[src/hw/rtl/hvn_queue.sv]
// Short job queue between the front end and the normalizer.
module hvn_queue #(
	parameter int WIDTH = 48
) (
	input  logic             clk,
	input  logic             arst_n,
	input  logic             push,
	input  logic [WIDTH-1:0] push_data,
	output logic             full,
	input  logic             pop,
	output logic             nonempty,
	output logic [WIDTH-1:0] head
);

	localparam int DEPTH = 2;
	localparam int PW    = $clog2(DEPTH);

	logic [WIDTH-1:0] ent_q [DEPTH];
	logic [PW-1:0]    wp_q, rp_q;
	logic [PW:0]      cnt_q;
	logic             do_push, do_pop;

	assign full     = (cnt_q == (PW+1)'(DEPTH));
	assign nonempty = (cnt_q != '0);
	assign head     = ent_q[rp_q];
	assign do_push  = push && !full;
	assign do_pop   = pop && nonempty;

	always_ff @(posedge clk or negedge arst_n) begin
		if (!arst_n) begin
			wp_q  <= '0;
			rp_q  <= '0;
			cnt_q <= '0;
		end else begin
			if (do_push) begin
				wp_q <= wp_q + 1'b1;
			end
			if (do_pop) begin
				rp_q <= rp_q + 1'b1;
			end
			if (do_push && !do_pop) begin
				cnt_q <= cnt_q + 1'b1;
			end else if (do_pop && !do_push) begin
				cnt_q <= cnt_q - 1'b1;
			end
		end
	end

	always_ff @(posedge clk) begin
		if (do_push) begin
			ent_q[wp_q] <= push_data;
		end
	end

endmodule

[config.mk]
export PLATFORM = sky130hd
export DESIGN_NAME = hvn_queue
export DESIGN_NICKNAME = d
export VERILOG_FILES = /design/src/hw/rtl/hvn_queue.sv
export SDC_FILE = /design/constraint.sdc
export NUM_CORES = 1
export LEC_CHECK = 0
export ABC_AREA = 0
export BUFFER_PORTS_ARGS = -buffer_cell sky130_fd_sc_hd__buf_2
export CAP_MARGIN = 10
export CORE_ASPECT_RATIO = 1.25
export CORE_MARGIN = 2
export CORE_UTILIZATION = 55
export DETAILED_ROUTE_END_ITERATION = 7
export GPL_ROUTABILITY_DRIVEN = 0
export PLACE_DENSITY_LB_ADDON = 0.25
export SETUP_SLACK_MARGIN = 0.2
export SKIP_LAST_GASP = 1
export SYNTH_ARGS = -nofsm -noshare
export SYNTH_HDL_FRONTEND = slang
export SYNTH_SLANG_ARGS = --single-unit
[constraint.sdc]
create_clock -name clk -period 6.95 [get_ports clk]
set_input_delay 1.0425 -clock clk [delete_from_list [all_inputs] [get_ports clk]]
set_output_delay 1.0425 -clock clk [all_outputs]
set_load 0.03 [all_outputs]
After elaboration in Yosys (flattened, before gate mapping)
Memory sizes are Yosys's and may differ from the RTL's.
Cells that the tools add are included.

storage, ports and cells
  bits in registers = 4
  memory bits (writable) = 96
  input bits = 52
  logic and storage cells = 22
  memories kept = 1

memory list
  memory  depth  bits a word  rd ports  clocked after Yosys merged registers in  write ports  line  text
  ent_q   2      48           1         0                                        1            18    logic [WIDTH-1:0] ent_q [DEPTH];

cells by class
  add/subtract/negate cells = 4
  equal/unequal tests = 1
  muxes and demuxes = 4
  reductions and logical operators = 9

operators by type and width
  kind                                              count
  logical AND 1 bit                                 4
  two-way mux 2 bit                                 2
  nonzero test 2 bit                                2
  logical NOT 1 bit                                 3
  adder 1 bit, second input constant                2
  adder 2 x 1 -> 2 bit, second input constant       1
  equality test 2 bit, second input constant        1
  two-way mux 1 bit                                 2
  subtractor 2 x 1 -> 2 bit, second input constant  1

Logic depth before layout (Yosys ltp)
  depth after elaboration = 7
  gate-level depth with buffers = 7
  depth with buffers taken out = 7

Worst setup path before layout
No wires, ideal clock.

  kind = input port to flip-flop
  from = in push
  to = mem ent_q[0][0] (enable)
  setup time = 0.454 ns
  arrival = 3.147 ns
  required time = 6.496 ns
  path slack = 3.350 ns
  cell stages on the path = 2
  buffers on the path = 0
  cell sequence = nand2_1 > nor2_1

between the ends
  longest elaborated chain between the ends = 3

ends and longest elaborated chain
  element                                  line  text
  start, declared                          7     input logic push,
  logical AND 1 bit                        26    assign do_push = push && !full;
  two-way mux 1 bit                        50    if (do_push) begin
  two-way mux 1 bit (implied by the code)  51    ent_q[wp_q] <= push_data;
  end, declared                            18

No other way between the ends.

Worst setup path in the final report
  from = reg rp_q
  to = out head[1]

between the ends
  longest elaborated chain between the ends = 1

ends and longest elaborated chain
  element                 line  text
  start, declared         19    logic [PW-1:0] wp_q, rp_q;
  start signal, assigned  39    rp_q <= rp_q + 1'b1;
  memory (2 x 48 bit)     --
  end, declared           12    output logic [WIDTH-1:0] head

No other way between the ends.

==> results.toml <==
[run_status]
outcome = "finished clean"

[flow_run]
maxCapViolations = 0

[synthesis]
netlist_top_cells_area = "edfxtp_1, mux2_2, mux2_4"
yosysMostFrequentCell = "edfxtp_1"
synth_ff_type = "edfxtp_1"
netlist-cell-type-count = 16
synth.avg_cell_area_sq_um = 22.07
yosys.area.top_type = "edfxtp_1"
synth.cell_area_sq_um = 3707
yosys_warnings = 0
yosysSeqAreaShare = 0.8046
syn_inst = 168
ys_ff_latch = 100
ys_top_cells_by_count = "edfxtp_1, mux2_2, mux2_4, dfrtp_1"
netlist.area_leader.share = 0.7776
async_flop_share = 0.04000
synth_edf_count = 96
syn_nets = 221

[setup_path]
cp-end-kind = "output pin"
arrival_ns = 2.14
cp-start-kind = "register"
critPathMaxFanout = 49
required_ns = 5.91
crit_type = "register to output pin"

[global_routing]
grt_pass1_wl_um = 8335
grt_overflow_total = 0
track_usage = 0.1529
grt_start_max_net_pins = 50
grt_pass1_vias = 1808
antenna_found_initial = 0

[layout]
layout-drive-gt1-share = 0.6000
insertedDiodeCount = 0
fin_cells = 367
areaGrowthSynthToFinish_pct = 20.82
fillCellCount = 469
multiInputGateArea_sq_um = 676.9
nets = 329
regArea_sq_um = 2984

[sta]
fin_tns_setup_ns = 0
worst_clock_skew_ns = 0.01082
drv_slew = 0
tightest_slew_ns = 1.188
period_minus_slack_ns = 3.185
finalHoldViolCount = 0
setup_viol = 0
fmaxAchievable_ghz = 0.3140
min_period_over_period = 0.4583
max_slew_margin = 0.2077
whs_ns = 0.4853
rsz0062_at_grt = "false"

[cts]
cts_htree_levels = 3
postCtsSetupBuffers = 0
clk_path_buf_depth = 2
cts_resized = 0
clock-sinks = 100
cts_tree = "built"
clk_pin_slew_ns = 0.09
clk_latency_ns = 0.35
cts_made_buffers = 9
postCtsHoldBufs = 0
cts_root_buf = "clkbuf_8"

[drt]
antenna_left = 0
drc_errors = 0
drt-initial-drc-count = 94
vias = 1858
wl_per_cell_um = 15.13
via_per_inst = 5.063
totalWireLength_um = 5554
firstDrtPassIters = 4

[power_and_ir_drop]
vdd_ir_drop_max_v = 0.0002587
power.density_cell_area_nw_per_um2 = 442.7
leakagePower_uw = 0.001727

[floorplan]
io_pins = 102
row_count = 33
dieArea_sq_um = 7418
initial_utilization = 0.5683
die_w_um = 77.44
die_h_um = 95.79
coreArea_sq_um = 6524

[place]
io_buffers = 101
hpwl_um = 3594
dp_cells = 352

[worst_hold_path]
hold_class = "primary input to asynchronous set/reset pin"
-- path summary, 6_finish.rpt --
path | to | cells past startpoint | slack (ns) | from
worst max-delay path | head[1] | 2 | 3.76 | rp_q$_DFFE_PN0P_
worst min-delay path | cnt_q[0]$_DFFE_PN0P_ | 1 | 0.49 | arst_n
worst max register to register | ent_q[0][44]$_DFFE_PP_ | 4 | 4.90 | cnt_q[0]$_DFFE_PN0P_
worst min register to register | cnt_q[1]$_DFFE_PN0P_ | 1 | 0.49 | cnt_q[1]$_DFFE_PN0P_
max in group asynchronous | rp_q$_DFFE_PN0P_ | 1 | 6.33 | arst_n
min in group clk | cnt_q[1]$_DFFE_PN0P_ | 1 | 0.49 | cnt_q[1]$_DFFE_PN0P_
-- critical path, cell delays in order (launching register included) --
cell	delay [ns]
dfrtp_2	1.15
mux2_2	0.44
buf_2	0.18
-- power breakdown --
group          leakage [uW]  internal, uW  switching (uW)
registers          0.000937           826            93.6
clock network     0.0000971           165             183
logic              0.000693           275             440
-- cell type report --
class	instances	area share
Sequential cell	100	0.6662
Inverter	2	0.001676
Multi-Input combinational cell	61	0.1511
Timing Repair Buffer	102	0.1145
Clock buffer	9	0.02765
Tap cell	87	0.02430
Clock inverter	6	0.01453
-- layer usage --
layer  part of all wire  wire length (um)  up-vias  GRT usage
met4              0.024               133        0    0.09077
met2               0.51              2850       65     0.2587
met1               0.40              2243      912     0.1774
met3              0.059               327       12    0.04034
met5                  0                 0        -          0
li1                   -                 -      869          -
-- through the flow --
stage	setup WS, ns	instance area (sq um)	util	total power [uW]
after floorplan	3.350	3707	-	1484
after global placement	4.094	4290	0.6577	1653
after detailed placement	4.115	4290	0.6577	1662
after CTS	3.718	4479	0.6866	2008
after global routing	3.630	4479	0.6866	2075
final	3.765	4479	0.6866	1983
-- layout by cell type, fill, tap and decap left out, types with 2 or more instances in the layout --
cell and count:
buf_2 101, clkbuf_8 9, clkinv_4 2, dfrtp_1 3, edfxtp_1 96, inv_1 2
mux2_2 38, mux2_4 10, nand2_1 2, xnor2_1 3, xor2_1 2
-- sequential cells by signal, summed over array words and instances, names as in the netlist --
register	cells
wp_q	1
ent_q	96
rp_q	1
cnt_q	2
-- kinds of logic after synthesis --
kind of cell,Yosys count,share of synthesized area
flip-flops,100,0.8046
AND/OR/NAND/NOR,7,0.009117
buffers and inverters,7,0.01519
XOR/XNOR,5,0.01181
multiplexers,48,0.1559
adder cells (fa/ha/maj),1,0.003374
Note: power is estimated with default switching activity, not from simulation.
