<file path="src/hw/rtl/hvn_pkg.sv">
// Shared types, constants and helpers for the heightmap vertex normal block.
package hvn_pkg;

	localparam logic [6:0]  GRID_RESET = 7'd16;
	localparam logic [15:0] INV_RESET  = 16'd128;
	localparam logic        REG_GRID   = 1'b0;
	localparam logic        REG_INV    = 1'b1;
	localparam int          UNIT_BITS  = 30;
	localparam int          ONE_Q16    = 65536;
	localparam int          QUOT_BITS  = 15;
	localparam int          ROOT_STEPS = 32;

	typedef struct packed {
		logic last;
		logic endg;
	} flags_t;

	typedef enum logic [1:0] {
		F_IDLE,
		F_SEL,
		F_READ,
		F_PUSH
	} front_state_t;

	typedef enum logic [2:0] {
		B_IDLE,
		B_MUL,
		B_SHIFT,
		B_SQ,
		B_SQRT,
		B_DLOAD,
		B_DIV,
		B_OUT
	} back_state_t;

	// Row slot that lies 'off' rows above slot 's', modulo three.
	function automatic logic [1:0] slot_back(input logic [1:0] s, input logic [1:0] off);
		logic [2:0] t;
		t = {1'b0, s} + 3'd3 - {1'b0, off};
		if (t >= 3'd3) begin
			t = t - 3'd3;
		end
		return t[1:0];
	endfunction

endpackage

</file>
<file path="src/hw/rtl/hvn_back.sv">
// Back end: gradient scaling, sum of squares, integer square root and division.
module hvn_back #(
	parameter int HEIGHT_BITS = 16,
	parameter int CW          = 7
) (
	input  logic                        clk,
	input  logic                        arst_n,
	input  logic                        job_present,
	output logic                        job_pop,
	input  logic signed [HEIGHT_BITS:0] job_dx,
	input  logic signed [HEIGHT_BITS:0] job_dz,
	input  logic [CW-1:0]               job_col,
	input  logic [CW-1:0]               job_row,
	input  hvn_pkg::flags_t             job_flags,
	input  logic [15:0]                 inv,
	output logic                        normal_valid,
	input  logic                        normal_stall,
	output logic signed [15:0]          normal_x,
	output logic [14:0]                 normal_y,
	output logic signed [15:0]          normal_z,
	output logic [CW-1:0]               vertex_col,
	output logic [CW-1:0]               vertex_row,
	output logic                        last_of_run,
	output logic                        end_of_grid
);

	localparam int HB   = HEIGHT_BITS;
	localparam int AW   = HB + 16;
	localparam int MW   = (AW > 31) ? AW : 31;
	localparam int SMAX = MW - hvn_pkg::UNIT_BITS;
	localparam int UB   = hvn_pkg::UNIT_BITS;
	localparam int NW   = 47;

	hvn_pkg::back_state_t state_q;

	logic [HB-1:0]   adx_q, adz_q;
	logic            negx_q, negz_q;
	logic [AW-1:0]   ax_q, az_q;
	logic [UB-1:0]   mx_q, my_q, mz_q;
	logic [2*UB-1:0] prod_q;
	logic [63:0]     acc_q, res_q, bit_q;
	logic [4:0]      it_q;
	logic [1:0]      k_q;
	logic [3:0]      di_q;
	logic [NW-1:0]   num_q;
	logic [14:0]     quo_q, nx_q, ny_q;
	logic [CW-1:0]   col_q, row_q;
	hvn_pkg::flags_t flags_q;

	logic [HB:0]     adx_c, adz_c;
	logic [MW-1:0]   mxw, axw, azw, ayw, tx, tz, ty;
	logic [UB-1:0]   sq_op;
	logic [63:0]     trial;
	logic [UB-1:0]   mk;
	logic [NW-1:0]   dsh;

	assign adx_c = job_dx[HB] ? -job_dx : job_dx;
	assign adz_c = job_dz[HB] ? -job_dz : job_dz;
	assign job_pop = (state_q == hvn_pkg::B_IDLE) && job_present;

	always_comb begin
		axw = MW'(ax_q);
		azw = MW'(az_q);
		ayw = MW'(hvn_pkg::ONE_Q16);
		mxw = (axw > azw) ? axw : azw;
		if (ayw > mxw) begin
			mxw = ayw;
		end
		tx = axw;
		tz = azw;
		ty = ayw;
		for (int i = SMAX; i >= 0; i--) begin
			if (((mxw >> i) >> UB) == '0) begin
				tx = axw >> i;
				tz = azw >> i;
				ty = ayw >> i;
			end
		end
	end

	always_comb begin
		case (it_q[1:0])
			2'd0:    sq_op = mx_q;
			2'd1:    sq_op = my_q;
			default: sq_op = mz_q;
		endcase
		case (k_q)
			2'd0:    mk = mx_q;
			2'd1:    mk = my_q;
			default: mk = mz_q;
		endcase
		trial = res_q + bit_q;
		dsh   = NW'(res_q[31:0]) << di_q;
	end

	assign normal_valid = (state_q == hvn_pkg::B_OUT);
	assign normal_x     = negx_q ? -{1'b0, nx_q} : {1'b0, nx_q};
	assign normal_y     = ny_q;
	assign normal_z     = negz_q ? -{1'b0, quo_q} : {1'b0, quo_q};
	assign vertex_col   = col_q;
	assign vertex_row   = row_q;
	assign last_of_run  = flags_q.last;
	assign end_of_grid  = flags_q.endg;

	always_ff @(posedge clk or negedge arst_n) begin
		if (!arst_n) begin
			state_q <= hvn_pkg::B_IDLE;
			it_q    <= '0;
			k_q     <= '0;
			di_q    <= '0;
		end else begin
			case (state_q)
				hvn_pkg::B_IDLE: begin
					if (job_present) begin
						state_q <= hvn_pkg::B_MUL;
					end
				end
				hvn_pkg::B_MUL:   state_q <= hvn_pkg::B_SHIFT;
				hvn_pkg::B_SHIFT: begin
					it_q    <= '0;
					state_q <= hvn_pkg::B_SQ;
				end
				hvn_pkg::B_SQ: begin
					if (it_q == 5'd3) begin
						it_q    <= '0;
						state_q <= hvn_pkg::B_SQRT;
					end else begin
						it_q <= it_q + 5'd1;
					end
				end
				hvn_pkg::B_SQRT: begin
					it_q <= it_q + 5'd1;
					if (it_q == 5'(hvn_pkg::ROOT_STEPS - 1)) begin
						k_q     <= '0;
						state_q <= hvn_pkg::B_DLOAD;
					end
				end
				hvn_pkg::B_DLOAD: begin
					di_q    <= 4'(hvn_pkg::QUOT_BITS - 1);
					state_q <= hvn_pkg::B_DIV;
				end
				hvn_pkg::B_DIV: begin
					if (di_q == '0) begin
						if (k_q == 2'd2) begin
							state_q <= hvn_pkg::B_OUT;
						end else begin
							k_q     <= k_q + 2'd1;
							state_q <= hvn_pkg::B_DLOAD;
						end
					end else begin
						di_q <= di_q - 4'd1;
					end
				end
				hvn_pkg::B_OUT: begin
					if (!normal_stall) begin
						state_q <= hvn_pkg::B_IDLE;
					end
				end
				default: state_q <= hvn_pkg::B_IDLE;
			endcase
		end
	end

	always_ff @(posedge clk) begin
		case (state_q)
			hvn_pkg::B_IDLE: begin
				adx_q   <= adx_c[HB-1:0];
				adz_q   <= adz_c[HB-1:0];
				negx_q  <= !job_dx[HB] && (job_dx != '0);
				negz_q  <= !job_dz[HB] && (job_dz != '0);
				col_q   <= job_col;
				row_q   <= job_row;
				flags_q <= job_flags;
			end
			hvn_pkg::B_MUL: begin
				ax_q <= {16'b0, adx_q} * {{HB{1'b0}}, inv};
				az_q <= {16'b0, adz_q} * {{HB{1'b0}}, inv};
			end
			hvn_pkg::B_SHIFT: begin
				mx_q  <= tx[UB-1:0];
				mz_q  <= tz[UB-1:0];
				my_q  <= ty[UB-1:0];
				acc_q <= '0;
			end
			hvn_pkg::B_SQ: begin
				prod_q <= sq_op * sq_op;
				if (it_q != '0) begin
					acc_q <= acc_q + 64'(prod_q);
				end
				res_q <= '0;
				bit_q <= 64'd1 << 62;
			end
			hvn_pkg::B_SQRT: begin
				if (acc_q >= trial) begin
					acc_q <= acc_q - trial;
					res_q <= (res_q >> 1) + bit_q;
				end else begin
					res_q <= res_q >> 1;
				end
				bit_q <= bit_q >> 2;
			end
			hvn_pkg::B_DLOAD: begin
				num_q <= (NW'(mk) << 14) + NW'(res_q[31:1]);
				quo_q <= '0;
			end
			hvn_pkg::B_DIV: begin
				if (num_q >= dsh) begin
					num_q        <= num_q - dsh;
					quo_q[di_q]  <= 1'b1;
				end
				if (di_q == '0 && k_q == 2'd0) begin
					nx_q <= quo_q | ((num_q >= dsh) ? 15'd1 : 15'd0);
				end
				if (di_q == '0 && k_q == 2'd1) begin
					ny_q <= quo_q | ((num_q >= dsh) ? 15'd1 : 15'd0);
				end
			end
			default: begin
			end
		endcase
	end

endmodule

</file>
<file path="config.mk">
export PLATFORM = sky130hd
export DESIGN_NAME = hvn_back
export DESIGN_NICKNAME = d
export VERILOG_FILES = /design/src/hw/rtl/hvn_pkg.sv /design/src/hw/rtl/hvn_back.sv
export SDC_FILE = /design/constraint.sdc
export NUM_CORES = 2
export LEC_CHECK = 0
export ABC_AREA = 1
export BUFFER_PORTS_ARGS = -buffer_cell sky130_fd_sc_hd__buf_2
export CAP_MARGIN = 20
export CORE_ASPECT_RATIO = 2
export CORE_MARGIN = 2
export CORE_UTILIZATION = 53
export CTS_CLUSTER_SIZE = 8
export DETAILED_ROUTE_END_ITERATION = 8
export HOLD_SLACK_MARGIN = 0.03
export PLACE_DENSITY = 0.69
export SYNTH_ARGS = -nofsm -noshare
export SYNTH_HDL_FRONTEND = slang
export SYNTH_SLANG_ARGS = --single-unit
</file>
<file path="constraint.sdc">
create_clock -name clk -period 16.75 [get_ports clk]
set_input_delay 2.5125 -clock clk [delete_from_list [all_inputs] [get_ports clk]]
set_output_delay 2.5125 -clock clk [all_outputs]
set_load 0.01 [all_outputs]
</file>
* Yosys cells after proc, flatten, opt, wreduce, memory -nomap -nowiden
Index checks and enable logic that the tools add are counted.
** Storage, ports and cells
- Bits in registers :: 562
- Input port bits :: 70
- Word-level logic and storage cells :: 141
** Cells by class
- $add $sub $neg :: 13
- Multipliers :: 3
- Order comparisons :: 6
- Eq/ne operators :: 22
- Shift-type cells :: 1
- Mux-type cells :: 41
- Bitwise logic cells :: 2
- Reductions and logical operators :: 28
** Operator list (number)
- case mux 64 bit (2 select lines) :: 2
- two-way mux 64 bit :: 3
- case mux 64 bit (3 select lines) :: 1
- two-way mux 30 bit :: 4
- case mux 30 bit (2 select lines) :: 2
- case mux 47 bit (2 select lines) :: 1
- two-way mux 16 bit :: 5
- adder 63 x 64 -> 64 bit :: 1
- adder 64 x 60 -> 64 bit :: 1
- adder 64 bit :: 1
- >= comparator 64 bit :: 1
- logical NOT 32 bit :: 2
- multiplier 16 x 16 -> 32 bit :: 2
- two-way mux 32 bit :: 2
- subtractor 64 bit :: 1
- multiplier 30 x 30 -> 60 bit :: 1
- >= comparator 47 bit :: 1
- two-way mux 47 bit :: 1
- << shifter 32 x 4 -> 47 bit :: 1
- subtractor 47 bit :: 1
- adder 44 x 31 -> 45 bit :: 1
- nonzero test 17 bit :: 2
- greater-than comparator 17 x 32 -> 1 bit (first input constant) :: 1
- greater-than comparator 32 bit :: 1
- 41 further kinds :: 77

* Logic depth before layout (Yosys ltp)
- Word-level depth :: 7
- Gate-level depth with buffers :: 39
- Gate-level depth less buffers :: 36

* Worst setup path after synthesis
No wires, ideal clock.
- Kind :: register -> register
- From :: reg state_q[0]
- To :: reg acc_q[0], enable pin
- Library setup time :: 0.565 ns
- Arrival :: 8.163 ns
- Slack :: 8.022 ns
- Stages on the path, launching flop included :: 6
- Path buffers :: 0
- Clock period less this slack :: 8.728 ns
- Cells stage by stage :: dfrtp_1 > inv_1 > nand2_1 > nor2_1 > nor2_1 > nor3_1
** On the way
- Cells in the longest elaborated chain, start to end :: 3
- Elaborated cells on any way between the ends :: 7
- Classes of those cells :: eq/ne: 5; reduce/logical: 2
** Ends and longest elaborated chain
- from (decl) :: RTL line hvn_back.sv:34 : hvn_pkg::back_state_t state_q;
- from (signal assigned) :: RTL line hvn_back.sv:107 : state_q <= hvn_pkg::B_IDLE;
- from (signal assigned) :: RTL line hvn_back.sv:115 : state_q <= hvn_pkg::B_MUL;
- from (signal assigned) :: RTL line hvn_back.sv:118 : hvn_pkg::B_MUL: state_q <= hvn_pkg::B_SHIFT;
- equality test 3 bit / equality test 3 x 2 -> 1 bit (equally long branches) :: RTL line hvn_back.sv:165 : case (state_q)
- != test 2 bit (no line) / nonzero test 3 bit (equally long branches)
- AND reduction 3 bit (no line) *
- to (signal assigned) :: RTL line hvn_back.sv:188 : acc_q <= acc_q + 64'(prod_q);
- to (signal assigned) :: RTL line hvn_back.sv:195 : acc_q <= acc_q - trial;
- to (decl) :: RTL line hvn_back.sv:41 : logic [63:0] acc_q, res_q, bit_q;
Mark *: on every way between the ends. The rest lies on a longest branch, timed or not.
A chain may end at the register's enable or synchronous reset.

* Worst setup path in the final report
- From :: reg it_q[0]
- To :: reg prod_q[26], data pin
** On the way
- Cells in the longest elaborated chain, start to end :: 3
- Elaborated cells on any way between the ends :: 4
- Classes of those cells :: mul: 1; eq/ne: 1; mux: 1; reduce/logical: 1
** Ends and longest elaborated chain
- from (decl) :: RTL line hvn_back.sv:42 : logic [4:0] it_q;
- from (signal assigned) :: RTL line hvn_back.sv:128 : it_q <= it_q + 5'd1;
- from (signal assigned) :: RTL line hvn_back.sv:132 : it_q <= it_q + 5'd1;
- equality test 2 x 1 -> 1 bit / logical NOT 2 bit (equally long branches) :: RTL line hvn_back.sv:82 : case (it_q[1:0])
- case mux 30 bit (2 select lines) * :: RTL line hvn_back.sv:82
- multiplier 30 x 30 -> 60 bit * :: RTL line hvn_back.sv:186 : prod_q <= sq_op * sq_op;
- to (signal assigned) :: RTL line hvn_back.sv:186
- to (decl) :: RTL line hvn_back.sv:40 : logic [2*UB-1:0] prod_q;
Marked as above.

==> impl_metrics.json <==
{
  "worstMarginPinSlew_ns": 1.382,
  "vias_per_cell": 6.114,
  "ant_nets": 0,
  "hp-class": "reg2reg",
  "dieArea_um2": 170700,
  "ioPinCount": 135,
  "antenna_found_initial": 52,
  "synthFlopType": "edfxtp_1",
  "nFillCells": 15720,
  "syn_area_um2": 88620,
  "io_buffers": 134,
  "synth_cell_types": 61,
  "seq_area_frac_synth_pct": 16.93,
  "crit_required_ns": 17.17,
  "setup_viol": 0,
  "cp_slowest_cell": "clkinv_1",
  "holdBufCountCts": 0,
  "synth_cells": 12060,
  "row_count": 212,
  "drive_above_1_share_pct": 3.742,
  "start_util_pct": 53.28,
  "power_density_nw_per_um2": 56.70,
  "place_hpwl_um": 333600,
  "drtPass1Iterations": 9,
  "cts_tree": "built",
  "outcome": "finished with violations",
  "die_h_um": 582.3,
  "core_area_um2": 166300,
  "ir_worst_vdd_v": 0.0001233,
  "grt-ovfl-total": 0,
  "crit_type": "reg2reg",
  "grtUsageTotal_pct": 50.19,
  "cts_setup_buffers": 0,
  "initialDrtViolationCount": 8821,
  "async_flop_share_pct": 2.789,
  "synth_nets": 13970,
  "ys_top_cells_by_area": "fa_1, edfxtp_1, nand2_1",
  "max_cap_viol_count": 0,
  "worstPathArrival_ns": 10.97,
  "drc": 8,
  "dr_total_vias": 87400,
  "cts.sinks": 502,
  "htree_levels": 3,
  "clockBufferDepth": 3,
  "use_met1_pct": 40.88,
  "synth_edf_count": 488,
  "yosysWarningCount": 0,
  "rsz0062_at_grt": "no",
  "ys_ff_latch": 502,
  "clockRootBuffer": "clkbuf_16",
  "grt_use_met3_pct": 18.43,
  "cts_inserted_buffers": 73,
  "finalCritPeriodShare_pct": 62.95,
  "grt_pass1_wl_um": 607600,
  "routed_wl_um": 418200,
  "skew_ns": 0.06789,
  "clk_latency_ns": 0.74,
  "grt_busiest_layer": "met2",
  "cts_resized": 0,
  "fmax_mhz": 94.84,
  "grt_max_degree": 67,
  "wl_per_cell_um": 29.25,
  "tns_ns": 0,
  "yosys.area.top_type": "fa_1",
  "hold_viol": 0,
  "dieWidth_um": 293.1,
  "finalCriticalPeriod_ns": 10.54,
  "met2_usage_pct": 83.57,
  "final_net_count": 13980,
  "synth_top_area_share_pct": 24.65,
  "slew_headroom_pct": 7.868,
  "critPathCaptureType": "flip-flop",
  "clkSlewWorstSetupHoldPaths_ns": 0.06,
  "max_stage_delay_ns": 0.86,
  "critPathMaxFanout": 28,
  "routabilityCongestion": 1.148,
  "post-place-ws_ns": 6.299,
  "synthToLayoutAreaGrowth_pct": 6.205,
  "p_leak_nw": 47.85,
  "grt_pass1_vias": 91750,
  "start_kind": "flip-flop",
  "violations": "DRC",
  "setup_slack_ns": 6.205,
  "postSynthAreaPerCell_um2": 7.350,
  "cp_common_cell": "inv_1",
  "maxSlewViolCount": 0
}
==> worst paths after layout <==
path                           from         end  slack [ns]  depth (start not counted)
setup / recovery            it_q[0]  prod_q[26]        6.21                         32
hold / removal             quo_q[6]     nx_q[6]        0.48                          0
setup reg to reg            it_q[0]  prod_q[26]        6.21                         32
hold reg to reg            quo_q[6]     nx_q[6]        0.48                          0
max in group asynchronous    arst_n     it_q[0]       14.49                          1
min in group asynchronous    arst_n     it_q[3]        1.80                          1
==> per-layer routing <==
metal / vias to the layer above / wire (µm)
met2: 5641 / 201600
met1: 41250 / 110500
met3: 2859 / 37520
met5: - / 306
met4: 20 / 68340
li1: 37630 / -
==> cells in the mapped netlist, drive strengths merged, types with 21 or more instances <==
| cell type | n |
|---|---|
| nand2 | 2852 |
| inv | 2571 |
| nor2 | 1150 |
| fa | 1091 |
| ha | 753 |
| o21ai | 668 |
| a21oi | 621 |
| nand3 | 610 |
| edfxtp | 488 |
| clkbuf | 246 |
| xor2 | 177 |
| nand4 | 133 |
| xnor2 | 127 |
| nor3 | 93 |
| buf | 88 |
| o21bai | 56 |
| a21o | 47 |
| nor4 | 37 |
| or2 | 35 |
| a31oi | 26 |
| a21boi | 24 |
| mux2i | 23 |
| nand3b | 23 |
| o21a | 21 |
==> worst max-delay path, delay by kind of cell, from the launching register on <==
family,cells,cell delay (ns)
buf+inv,12,2.14
compound gates,1,0.22
flops,1,0.40
xor+xnor,1,0.66
fa+ha+maj,10,4.91
simple gates,8,1.89
==> power breakdown <==
part | switching, mW | internal (mW)
combinational | 1.50 | 0.835
clock | 0.689 | 0.831
sequential | 0 | 1.48
total | 2.19 | 3.14
==> state kept, by name, indices dropped and copies added (netlist names), 7 cells and up <==
| register | count |
|---|---|
| az_q | 32 |
| adx_q | 16 |
| adz_q | 16 |
| bit_q | 32 |
| num_q | 47 |
| ax_q | 32 |
| prod_q | 59 |
| vertex_row | 7 |
| res_q | 64 |
| quo_q | 15 |
| vertex_col | 7 |
| acc_q | 64 |
| mx_q | 30 |
| nx_q | 15 |
| normal_y | 15 |
| mz_q | 30 |
==> cell usage in the layout, fill, tap and decap left out, drive strengths merged, types with 266 or more instances in the layout <==
cell / n
a21oi: 621
ha: 753
nor2: 1150
o21ai: 668
fa: 1091
nand2: 2852
nand3: 610
edfxtp: 488
inv: 2573
buf: 266
==> logic make-up (layout without fill, tap and decap cells) <==
logic type | count (synthesis) | in the layout | synth area share, %
AND/OR/NAND/NOR | 4946 | 4946 | 22.78
buffers and inverters | 2919 | 2969 | 12.50
adder cells (fa/ha/maj) | 1844 | 1844 | 35.28
AO/OA/AOI/OAI | 1519 | 1519 | 9.244
flip-flops | 502 | 502 | 16.93
XOR/XNOR | 304 | 304 | 3.004
multiplexers | 23 | 23 | 0.2598
other | 0 | 48 | 0
==> area by class of cell <==
type                    count  area, µm²  share of cell area, %
flip-flops and latches    502      15000                  15.94
well taps                2140       2678                  2.845
repair buffers            271       1842                  1.957
clock buffers             107       1986                  2.110
clock inverters             6      103.9                 0.1103
inverters                2585       9707                  10.31
multi-input cells        8636      62680                  66.60
diodes                     48      120.1                 0.1276
==> through the flow <==
stage | total power, mW | utilization (%) | hold WS [ns] | cell area, µm² | cells
after CTS | 5.266 | 56.29 | 0.4890 | 93630 | 14220
after global routing | 5.632 | 56.54 | 0.4987 | 94040 | 14260
final | 5.337 | 56.59 | 0.4824 | 94120 | 14300
after global placement | 3.722 | 55.02 | 0.4744 | 91500 | 14110
after detailed placement | 3.768 | 55.04 | 0.4892 | 91540 | 14110
after floorplan | 3.128 | - | 0.4450 | 88620 | 12060
Note: power is estimated with default switching activity, not from simulation.
