## src/hw/rtl/hvn_pkg.sv

```systemverilog
// Shared types, constants and helpers for the heightmap vertex normal block.
package hvn_pkg;

	localparam logic [6:0]  GRID_RESET = 7'd16;
	localparam logic [15:0] INV_RESET  = 16'd128;
	localparam logic        REG_GRID   = 1'b0;
	localparam logic        REG_INV    = 1'b1;
	localparam int          UNIT_BITS  = 30;
	localparam int          ONE_Q16    = 65536;
	localparam int          QUOT_BITS  = 15;
	localparam int          ROOT_STEPS = 32;

	typedef struct packed {
		logic last;
		logic endg;
	} flags_t;

	typedef enum logic [1:0] {
		F_IDLE,
		F_SEL,
		F_READ,
		F_PUSH
	} front_state_t;

	typedef enum logic [2:0] {
		B_IDLE,
		B_MUL,
		B_SHIFT,
		B_SQ,
		B_SQRT,
		B_DLOAD,
		B_DIV,
		B_OUT
	} back_state_t;

	// Row slot that lies 'off' rows above slot 's', modulo three.
	function automatic logic [1:0] slot_back(input logic [1:0] s, input logic [1:0] off);
		logic [2:0] t;
		t = {1'b0, s} + 3'd3 - {1'b0, off};
		if (t >= 3'd3) begin
			t = t - 3'd3;
		end
		return t[1:0];
	endfunction

endpackage

```

## src/hw/rtl/hvn_ram.sv

```systemverilog
// Generic single write, single read RAM with registered read data.
module hvn_ram #(
	parameter int WIDTH = 16,
	parameter int DEPTH = 195
) (
	input  logic                     clk,
	input  logic                     we,
	input  logic [$clog2(DEPTH)-1:0] waddr,
	input  logic [WIDTH-1:0]         wdata,
	input  logic [$clog2(DEPTH)-1:0] raddr,
	output logic [WIDTH-1:0]         rdata
);

	logic [WIDTH-1:0] mem [DEPTH];

	always_ff @(posedge clk) begin
		if (we) begin
			mem[waddr] <= wdata;
		end
		rdata <= mem[raddr];
	end

endmodule

```

## src/hw/rtl/hvn_front.sv

```systemverilog
// Front end: raster counters, line store, job selection and neighbor fetch.
module hvn_front #(
	parameter int MAX_GRID    = 64,
	parameter int HEIGHT_BITS = 16,
	parameter int CW          = 7
) (
	input  logic                          clk,
	input  logic                          arst_n,
	input  logic signed [HEIGHT_BITS-1:0] height_sample,
	input  logic                          sample_valid,
	output logic                          sample_stall,
	input  logic [CW-1:0]                 grid,
	input  logic                          restart,
	output logic                          job_valid,
	input  logic                          job_full,
	output logic signed [HEIGHT_BITS:0]   job_dx,
	output logic signed [HEIGHT_BITS:0]   job_dz,
	output logic [CW-1:0]                 job_col,
	output logic [CW-1:0]                 job_row,
	output hvn_pkg::flags_t               job_flags
);

	localparam int SPAN  = MAX_GRID + 1;
	localparam int DEPTH = 3 * SPAN;
	localparam int RAW   = $clog2(DEPTH);
	localparam int HB    = HEIGHT_BITS;

	hvn_pkg::front_state_t state_q, state_d;

	logic [CW-1:0] col_q, row_q, x_q, z_q, vx_q, vz_q;
	logic [1:0]    slot_q, sz_q;
	logic [2:0]    jm_q;
	logic [2:0]    rc_q;
	hvn_pkg::flags_t flags_q;
	logic signed [HB-1:0] nb_q [4];

	logic [CW-1:0] x_c, z_c, cx, rr;
	logic          accept, fcol, frow;
	logic [1:0]    off, rslot;
	logic [RAW-1:0] waddr, raddr;
	logic [HB-1:0] rdata;

	function automatic logic [RAW-1:0] slot_base(input logic [1:0] s);
		case (s)
			2'd0:    return '0;
			2'd1:    return RAW'(SPAN);
			default: return RAW'(2 * SPAN);
		endcase
	endfunction

	assign accept       = (state_q == hvn_pkg::F_IDLE) && sample_valid;
	assign sample_stall = (state_q != hvn_pkg::F_IDLE);
	assign x_c  = (col_q > grid) ? grid : col_q;
	assign z_c  = (row_q > grid) ? grid : row_q;
	assign fcol = (x_c == grid);
	assign frow = (z_c == grid);
	assign waddr = slot_base(slot_q) + RAW'(x_c);

	always_comb begin
		cx = vx_q;
		rr = vz_q;
		case (rc_q)
			3'd0:    cx = (vx_q == '0) ? '0 : vx_q - 1'b1;
			3'd1:    cx = (vx_q == grid) ? grid : vx_q + 1'b1;
			3'd2:    rr = (vz_q == '0) ? '0 : vz_q - 1'b1;
			default: rr = (vz_q == grid) ? grid : vz_q + 1'b1;
		endcase
		off   = 2'(z_q - rr);
		rslot = hvn_pkg::slot_back(sz_q, off);
		raddr = slot_base(rslot) + RAW'(cx);
	end

	hvn_ram #(.WIDTH(HB), .DEPTH(DEPTH)) u_store (
		.clk   (clk),
		.we    (accept),
		.waddr (waddr),
		.wdata (height_sample),
		.raddr (raddr),
		.rdata (rdata)
	);

	assign job_valid = (state_q == hvn_pkg::F_PUSH);
	assign job_dx    = {nb_q[1][HB-1], nb_q[1]} - {nb_q[0][HB-1], nb_q[0]};
	assign job_dz    = {nb_q[3][HB-1], nb_q[3]} - {nb_q[2][HB-1], nb_q[2]};
	assign job_col   = vx_q;
	assign job_row   = vz_q;
	assign job_flags = flags_q;

	always_comb begin
		state_d = state_q;
		case (state_q)
			hvn_pkg::F_IDLE: begin
				if (accept && (row_q != '0 || frow)) begin
					state_d = hvn_pkg::F_SEL;
				end
			end
			hvn_pkg::F_SEL:  state_d = hvn_pkg::F_READ;
			hvn_pkg::F_READ: begin
				if (rc_q == 3'd4) begin
					state_d = hvn_pkg::F_PUSH;
				end
			end
			hvn_pkg::F_PUSH: begin
				if (!job_full) begin
					state_d = (jm_q != '0) ? hvn_pkg::F_SEL : hvn_pkg::F_IDLE;
				end
			end
			default: state_d = hvn_pkg::F_IDLE;
		endcase
	end

	always_ff @(posedge clk or negedge arst_n) begin
		if (!arst_n) begin
			state_q <= hvn_pkg::F_IDLE;
			col_q   <= '0;
			row_q   <= '0;
			slot_q  <= '0;
			jm_q    <= '0;
			rc_q    <= '0;
		end else begin
			state_q <= state_d;
			if (restart) begin
				col_q  <= '0;
				row_q  <= '0;
				slot_q <= '0;
			end else if (accept) begin
				if (fcol) begin
					col_q <= '0;
					if (frow) begin
						row_q  <= '0;
						slot_q <= '0;
					end else begin
						row_q  <= z_c + 1'b1;
						slot_q <= (slot_q == 2'd2) ? 2'd0 : slot_q + 2'd1;
					end
				end else begin
					col_q <= x_c + 1'b1;
					row_q <= z_c;
				end
			end
			if (accept) begin
				jm_q <= {frow && fcol, frow && (x_c != '0), z_c != '0};
			end else if (state_q == hvn_pkg::F_SEL) begin
				if (jm_q[0]) begin
					jm_q[0] <= 1'b0;
				end else if (jm_q[1]) begin
					jm_q[1] <= 1'b0;
				end else begin
					jm_q[2] <= 1'b0;
				end
			end
			if (state_q == hvn_pkg::F_SEL) begin
				rc_q <= '0;
			end else if (state_q == hvn_pkg::F_READ) begin
				rc_q <= rc_q + 3'd1;
			end
		end
	end

	always_ff @(posedge clk) begin
		if (accept) begin
			x_q  <= x_c;
			z_q  <= z_c;
			sz_q <= slot_q;
		end
		if (state_q == hvn_pkg::F_SEL) begin
			if (jm_q[0]) begin
				vx_q <= x_q;
				vz_q <= z_q - 1'b1;
				flags_q.last <= (jm_q[2:1] == 2'b00);
				flags_q.endg <= 1'b0;
			end else if (jm_q[1]) begin
				vx_q <= x_q - 1'b1;
				vz_q <= z_q;
				flags_q.last <= !jm_q[2];
				flags_q.endg <= 1'b0;
			end else begin
				vx_q <= grid;
				vz_q <= grid;
				flags_q.last <= 1'b1;
				flags_q.endg <= 1'b1;
			end
		end
		if (state_q == hvn_pkg::F_READ && rc_q != 3'd0) begin
			nb_q[2'(rc_q - 3'd1)] <= rdata;
		end
	end

endmodule

```

## config.mk

```make
export PLATFORM = sky130hd
export DESIGN_NAME = hvn_front
export DESIGN_NICKNAME = d
export VERILOG_FILES = /design/src/hw/rtl/hvn_pkg.sv /design/src/hw/rtl/hvn_ram.sv /design/src/hw/rtl/hvn_front.sv
export SDC_FILE = /design/constraint.sdc
export NUM_CORES = 2
export LEC_CHECK = 0
export BUFFER_PORTS_ARGS = -buffer_cell sky130_fd_sc_hd__buf_2
export CORE_AREA = 2 2 573 575
export DETAILED_ROUTE_END_ITERATION = 10
export DIE_AREA = 0 0 575 577
export PLACE_DENSITY_LB_ADDON = 0.3
export SLEW_MARGIN = 20
export SYNTH_ARGS = -nofsm -noshare
export SYNTH_HDL_FRONTEND = slang
export SYNTH_SLANG_ARGS = --single-unit
```

## constraint.sdc

```tcl
create_clock -name clk -period 9.4 [get_ports clk]
set_input_delay 0.47 -clock clk [delete_from_list [all_inputs] [get_ports clk]]
set_output_delay 0.47 -clock clk [all_outputs]
set_load 0.01 [all_outputs]
```

* Yosys cells after proc, flatten, opt, wreduce, memory -nomap -nowiden *
Memory sizes are Yosys's and may differ from the RTL's. A register that Yosys moved wholly into a read port is not among the register bits.
Index checks and enable logic that the tools add are counted.

cells by class
  add/sub/neg operators = 19
  $lt $le $gt $ge = 3
  equality and inequality tests = 18
  muxes and demuxes = 44
  reductions and logical operators = 29

operators by type and width
  operator                                                                 number
  7-bit 2-to-1 mux                                                         15
  16-bit by 16-bit subtractor with 17-bit output                           2
  8-bit case mux with 2 select lines                                       2
  7-bit == test                                                            4
  2-bit 2-to-1 mux                                                         14
  7-bit by 1-bit adder with 7-bit output, second input constant            3
  7-bit nonzero test                                                       3
  7-bit by 1-bit subtractor with 7-bit output, second input constant       3
  8-bit by 7-bit adder with 8-bit output                                   2
  7-bit > comparator                                                       2
  7-bit zero test                                                          2
  7-bit case mux with 2 select lines                                       1
  3-bit 2-to-1 mux                                                         4
  2-bit nonzero test                                                       5
  2-bit zero test                                                          4
  2-bit case mux with 4 select lines                                       1
  2-bit by 1-bit == test with 1-bit output, second input constant          3
  2-bit == test, second input constant                                     3
  1-bit 2-to-1 mux                                                         6
  2-bit by 1-bit inequality test with 1-bit output, second input constant  3
  3-bit AND reduction                                                      2
  3-bit nonzero test                                                       2
  1-bit logical AND                                                        5
  2-bit by 1-bit adder with 2-bit output, second input constant            2
  17 further kinds                                                         20

storage, ports and cells
  bits in registers = 56
  RAM bits = 3184
  bits of input ports = 28
  output and inout bits = 52
  logic and storage cells = 130
  memories kept = 2

memories
  memory       depth  bits a word  read ports  clocked after memory_dff  wr ports  RTL line         source
  u_store.mem  195    16           1           1                         1         hvn_ram.sv:14    logic [WIDTH-1:0] mem [DEPTH];
  nb_q         4      16           4           0                         1         hvn_front.sv:35  logic signed [HB-1:0] nb_q [4];

* Depth between registers and ports, before layout *
  depth in word-level cells = 10
  depth in mapped cells = 30
  gate-level depth less buffers = 26

* Modules after synthesis *
Synthesis repeated with hierarchy kept, for this count alone.

unflattened totals
  cells, all modules = 6171
  area total of the unflattened synthesis = 129033.8 µm²

by module, submodules not included
  module     times used  cells an instance  area an instance (µm²)  seq. area each (µm²)
  hvn_ram    1           5332               120598.2                94010.2
  hvn_front  1           839                8435.6                  3483.3

* Least setup slack after synthesis *
Ideal clock, no wire load.

  path type = reg-to-reg
  start = register vz_q[0], in the netlist job_row[0]
  end = register u_store.rdata[0], read port of u_store.mem
  setup time = 0.140 ns
  data arrival time = 6.347 ns
  required time = 9.260 ns
  slack = 2.913 ns
  cell stages (with the launch flop) = 26
  buffers on the path = 6
  clock period less this slack = 6.487 ns
  path through = edfxtp_1 inv_1 ha_1 or4b_2 o31ai_1 nand2b_1 o221ai_1 ha_1 ha_1 inv_1 fa_1 inv_1 ha_1 nor2b_1 o31ai_1 ha_1 fa_1 clkbuf_1 clkbuf_1 clkbuf_1 clkbuf_1 buf_1 clkbuf_1 o21ai_0 a2111oi_0 a41oi_1

on the way
  cells in the longest elaborated chain, start to end = 10
  elaborated cells on any way between the ends = 16
  those cells by class = 6 x add/sub; 1 x order compare; 2 x eq/ne; 5 x mux; 2 x reduce/logical

ends and longest elaborated chain
  item                                                                                              RTL line                          source
  start: declaration                                                                                hvn_front.sv:30                   logic [CW-1:0] col_q, row_q, x_q, z_q, vx_q, vz_q;
  start signal: assignment                                                                          hvn_front.sv:169                  vz_q <= z_q - 1'b1;
  start signal: assignment                                                                          hvn_front.sv:174                  vz_q <= z_q;
  start signal: assignment                                                                          hvn_front.sv:179                  vz_q <= grid;
  2-bit by 1-bit adder with 2-bit output (tied with other cells)                                    hvn_front.sv:66                   default: rr = (vz_q == grid) ? grid : vz_q + 1'b1;
  2-bit 2-to-1 mux (on tied branches)                                                               hvn_front.sv:66, hvn_front.sv:65
  2-bit case mux with 2 select lines *                                                              hvn_front.sv:62                   case (rc_q)
  2-bit subtractor *                                                                                hvn_front.sv:68                   off = 2'(z_q - rr);
  3-bit by 2-bit subtractor with 3-bit output *                                                     hvn_pkg.sv:39                     t = {1'b0, s} + 3'd3 - {1'b0, off};
  3-bit by 2-bit greater-or-equal comparator with 1-bit output or 2-bit subtractor (tied branches)  hvn_pkg.sv:40, hvn_pkg.sv:41
  2-bit 2-to-1 mux *                                                                                hvn_pkg.sv:40                     if (t >= 3'd3) begin
  2-bit by 1-bit == test with 1-bit output or 2-bit zero test (tied branches)                       hvn_front.sv:44                   case (s)
  8-bit case mux with 2 select lines *                                                              hvn_front.sv:44
  8-bit by 7-bit adder with 8-bit output *                                                          hvn_front.sv:70                   raddr = slot_base(rslot) + RAW'(cx);
  end: declaration                                                                                  hvn_ram.sv:11                     output logic [WIDTH-1:0] rdata

Mark *: on every way between the ends. The rest lies on a longest branch, timed or not.
A chain may end at the register's enable or synchronous reset.

* Final worst setup path *
  start = register vz_q[0], in the netlist job_row[0]
  end = register u_store.rdata[5], read port of u_store.mem

The elaborated chain is that of the path after synthesis.

==> impl_metrics.tcl <==
set metrics [dict create \
    status "finished clean" \
    setup_viol_count_final 0 \
    grt_pass1_vias 68000 \
    root_buffer "clkbuf_16" \
    rsz0062_at_grt "no" \
    die_w_microns 575 \
    critical_path_arrival_ps 9130 \
    cp_top_family "adder cells" \
    ant_nets 0 \
    ioPinCount 80 \
    min_period_over_period 0.889 \
    muxShareOfSynthArea 0.145 \
    post-route-min-period_ps 8360 \
    grt_util_all_layers 0.211 \
    worst_slew_pin_slew_ps 1160 \
    tns_ps 0 \
    antenna_found_initial 9 \
    avgSynthCellArea_sq_um 19.3 \
    drt-vias-per-instance 5.79 \
    area_growth_pct 14.6 \
    synth_top_family_by_area "multiplexers" \
    ys_warn_count 0 \
    hpwl_microns 218000 \
    vias 67900 \
    cts_buffers 340 \
    htreeDepth 5 \
    startpoint_type "register" \
    timing.slew.headroom 0.225 \
    synthFlopType "edfxtp_1" \
    chipHeight_microns 577 \
    postSynth.asyncResetShare 0.00737 \
    fmax_mhz 120 \
    initial_core_util 0.398 \
    synth-compound-area-share 0.0261 \
    grt_max_degree 124 \
    die_area_sq_mm 0.332 \
    synth_top_area_share 0.745 \
    path_max_fanout 45 \
    dpl-instance-area_sq_mm 0.138 \
    clkTransAtPathRegs_ps 60 \
    slew_viol_final 0 \
    synthTopCellsByArea "edfxtp_1, mux4_2, nand2_1" \
    seq_area_frac_synth 0.753 \
    cts.sinks 3256 \
    final_nets 7236 \
    num_rows 210 \
    drt_iter0_markers 9143 \
    synth_fa_ha_area_frac 0.00802 \
    slowest_delay_ps 1400 \
    cts_tree "yes" \
    slowest_stage "fa_4" \
    synth_cell_types 80 \
    hold_viol 0 \
    first_pass_iters 6 \
    core_sq_mm 0.326 \
    clock_skew_ps 71.0 \
    grt_pass1_wl_microns 508000 \
    stdcell_area_sq_mm 0.148 \
    fin_util 0.456 \
    path_buf_inv 4 \
    grt_overflow 0 \
    syn_nets 6834 \
    cts_max_path_buffers 4 \
    yosys.area_share.simple 0.0470 \
    ys_ff_latch 3256 \
    hold_path_class "input pin to register" \
    required_ps 10170 \
    layout-drive-gt1-share 0.240 \
    cp-end-kind "register" \
    route.detailed.drc 0 \
    clk_latency_ps 940 \
    gp_congestion 0.877 \
    path_class "register to register" \
    wl_microns 356000 \
    synthXorXnorAreaFrac 0.00617 \
    synth_edf_count 3216 \
    io_buffer_count 79 \
    maxCapViolations 0 \
    netlist_instances 6726 \
    post_drt_wl_per_cell_microns 30.3 \
    syn_area_sq_mm 0.130 \
    yosys.area.top_type "edfxtp_1" \
    cts_resized 0 \
]
## sequential cells by signal, summed over array words and instances, names as in the netlist
| register | flops |
|---|---|
| col_q | 7 |
| jm_q | 3 |
| job_col | 7 |
| job_flags | 2 |
| job_row | 7 |
| nb_q | 64 |
| rc_q | 3 |
| row_q | 7 |
| slot_q | 2 |
| state_q | 2 |
| sz_q | 2 |
| u_store.mem | 3120 |
| u_store.rdata | 16 |
| x_q | 7 |
| z_q | 7 |
## metrics by stage
stage                     hold WS, ps  std cells  setup WS (ps)
final                            64.7      11700           1040
after global routing             44.0      11700            778
after CTS                        16.9      11700           1210
after detailed placement          495      11100           1270
after global placement            480      11100            291
after floorplan                   174       6726           2910
## worst reg2reg max path: stages (launching register included)
cell      delay (ps)
edfxtp_1         450
inv_1            150
ha_1             150
or4b_2           570
o31ai_1          270
nand2b_1         140
o221ai_1         110
ha_1             230
xnor2_1          160
xnor2_1          160
fa_1             490
inv_1            100
ha_1             150
nor2b_1           70
nor2b_1          130
o21ai_0          390
inv_1            150
fa_4            1400
buf_12           430
mux4_2           420
mux2i_1          180
o21ai_0          100
a211oi_1         740
nor3_1           300
o22ai_1          520
a41oi_1          180
## layer usage
| layer | wire length (microns) | share of wire | track usage | vias to the layer above |
|---|---|---|---|---|
| met5 | 0 | 0 | 0 | - |
| met4 | 9990 | 0.028 | 0.0597 | 0 |
| met3 | 29300 | 0.082 | 0.0363 | 483 |
| met2 | 172000 | 0.48 | 0.344 | 3073 |
| met1 | 145000 | 0.41 | 0.294 | 36400 |
| li1 | - | - | - | 28000 |
## area by class of cell
cell class	instances	area, sq um
diodes	3	7.51
clock buffers	413	8890
clock inverters	191	1810
fillers	27400	177000
inverters	101	379
multi-input cells	2995	30700
flip-flops and latches	3256	97500
well taps	4346	5440
repair buffers	434	3740
## cell usage after synthesis, drive strengths merged, types with 4 or more instances
cell / number
edfxtp: 3216
mux4: 768
nand2: 640
nand3: 305
nor2: 304
clkbuf: 246
mux2i: 144
buf: 128
a21oi: 107
o21ai: 103
inv: 100
ha: 75
nor3: 75
xnor2: 66
a211oi: 40
a31oi: 32
dfrtp: 24
o22ai: 24
and3: 23
xor2: 21
a221oi: 20
nor2b: 18
o21a: 18
a2111oi: 16
dfxtp: 16
nand3b: 16
a22o: 15
a21boi: 13
a32o: 12
a21o: 11
o22a: 11
a2111o: 10
a41oi: 10
a311oi: 9
nand4: 9
nand2b: 8
a22oi: 7
nor4: 6
o21bai: 6
o31ai: 6
fa: 5
o41ai: 4
## cells by family after synthesis
kind of cell               Yosys count
and+or+nand+nor                   1418
DFF                               3256
muxes                              914
AOI/OAI and AO/OA                  496
buffers and inverters              475
xor gates and xnor gates            87
adders and majority gates           80
## what timing repair did
action                                 4_1_cts  5_1_grt
endpoints found under the hold margin      135        0
hold buffers                                 6        0
buffers inserted                             0        0
## path summary, 6_finish.rpt
kind                            slack [ps]  cells past startpoint              from                  end
worst max-delay path                  1040                     25        job_row[0]     u_store.rdata[5]
worst min-delay path                    60                      1  height_sample[2]  u_store.mem[127][2]
worst max register to register        1040                     25        job_row[0]     u_store.rdata[5]
worst min register to register         520                      0         slot_q[0]              sz_q[0]
max in group asynchronous             8830                      2            arst_n              rc_q[1]
min in group asynchronous              100                      2            arst_n             row_q[6]
## placed cells by master (no fill, tap or decap), types with 24 or more instances in the layout
master and count:
clkinv_2 54, clkinv_1 79, buf_12 41, ha_1 74
clkbuf_16 344, nor3_1 74, buf_2 65, dfrtp_1 24
o21ai_0 100, xnor2_1 59, a31oi_1 30, a21oi_1 105
edfxtp_1 3216, mux2i_1 144, nand3_1 304, nor2_2 33
inv_1 100, o22ai_1 24, nand2_1 637, a211oi_1 38
nor2_4 43, mux4_2 768, nor2_1 228, clkbuf_1 67
buf_4 304
Power is left out: the tool's default activity adds up to more than one toggle a clock period on the data nets, which glitch-free logic cannot reach.
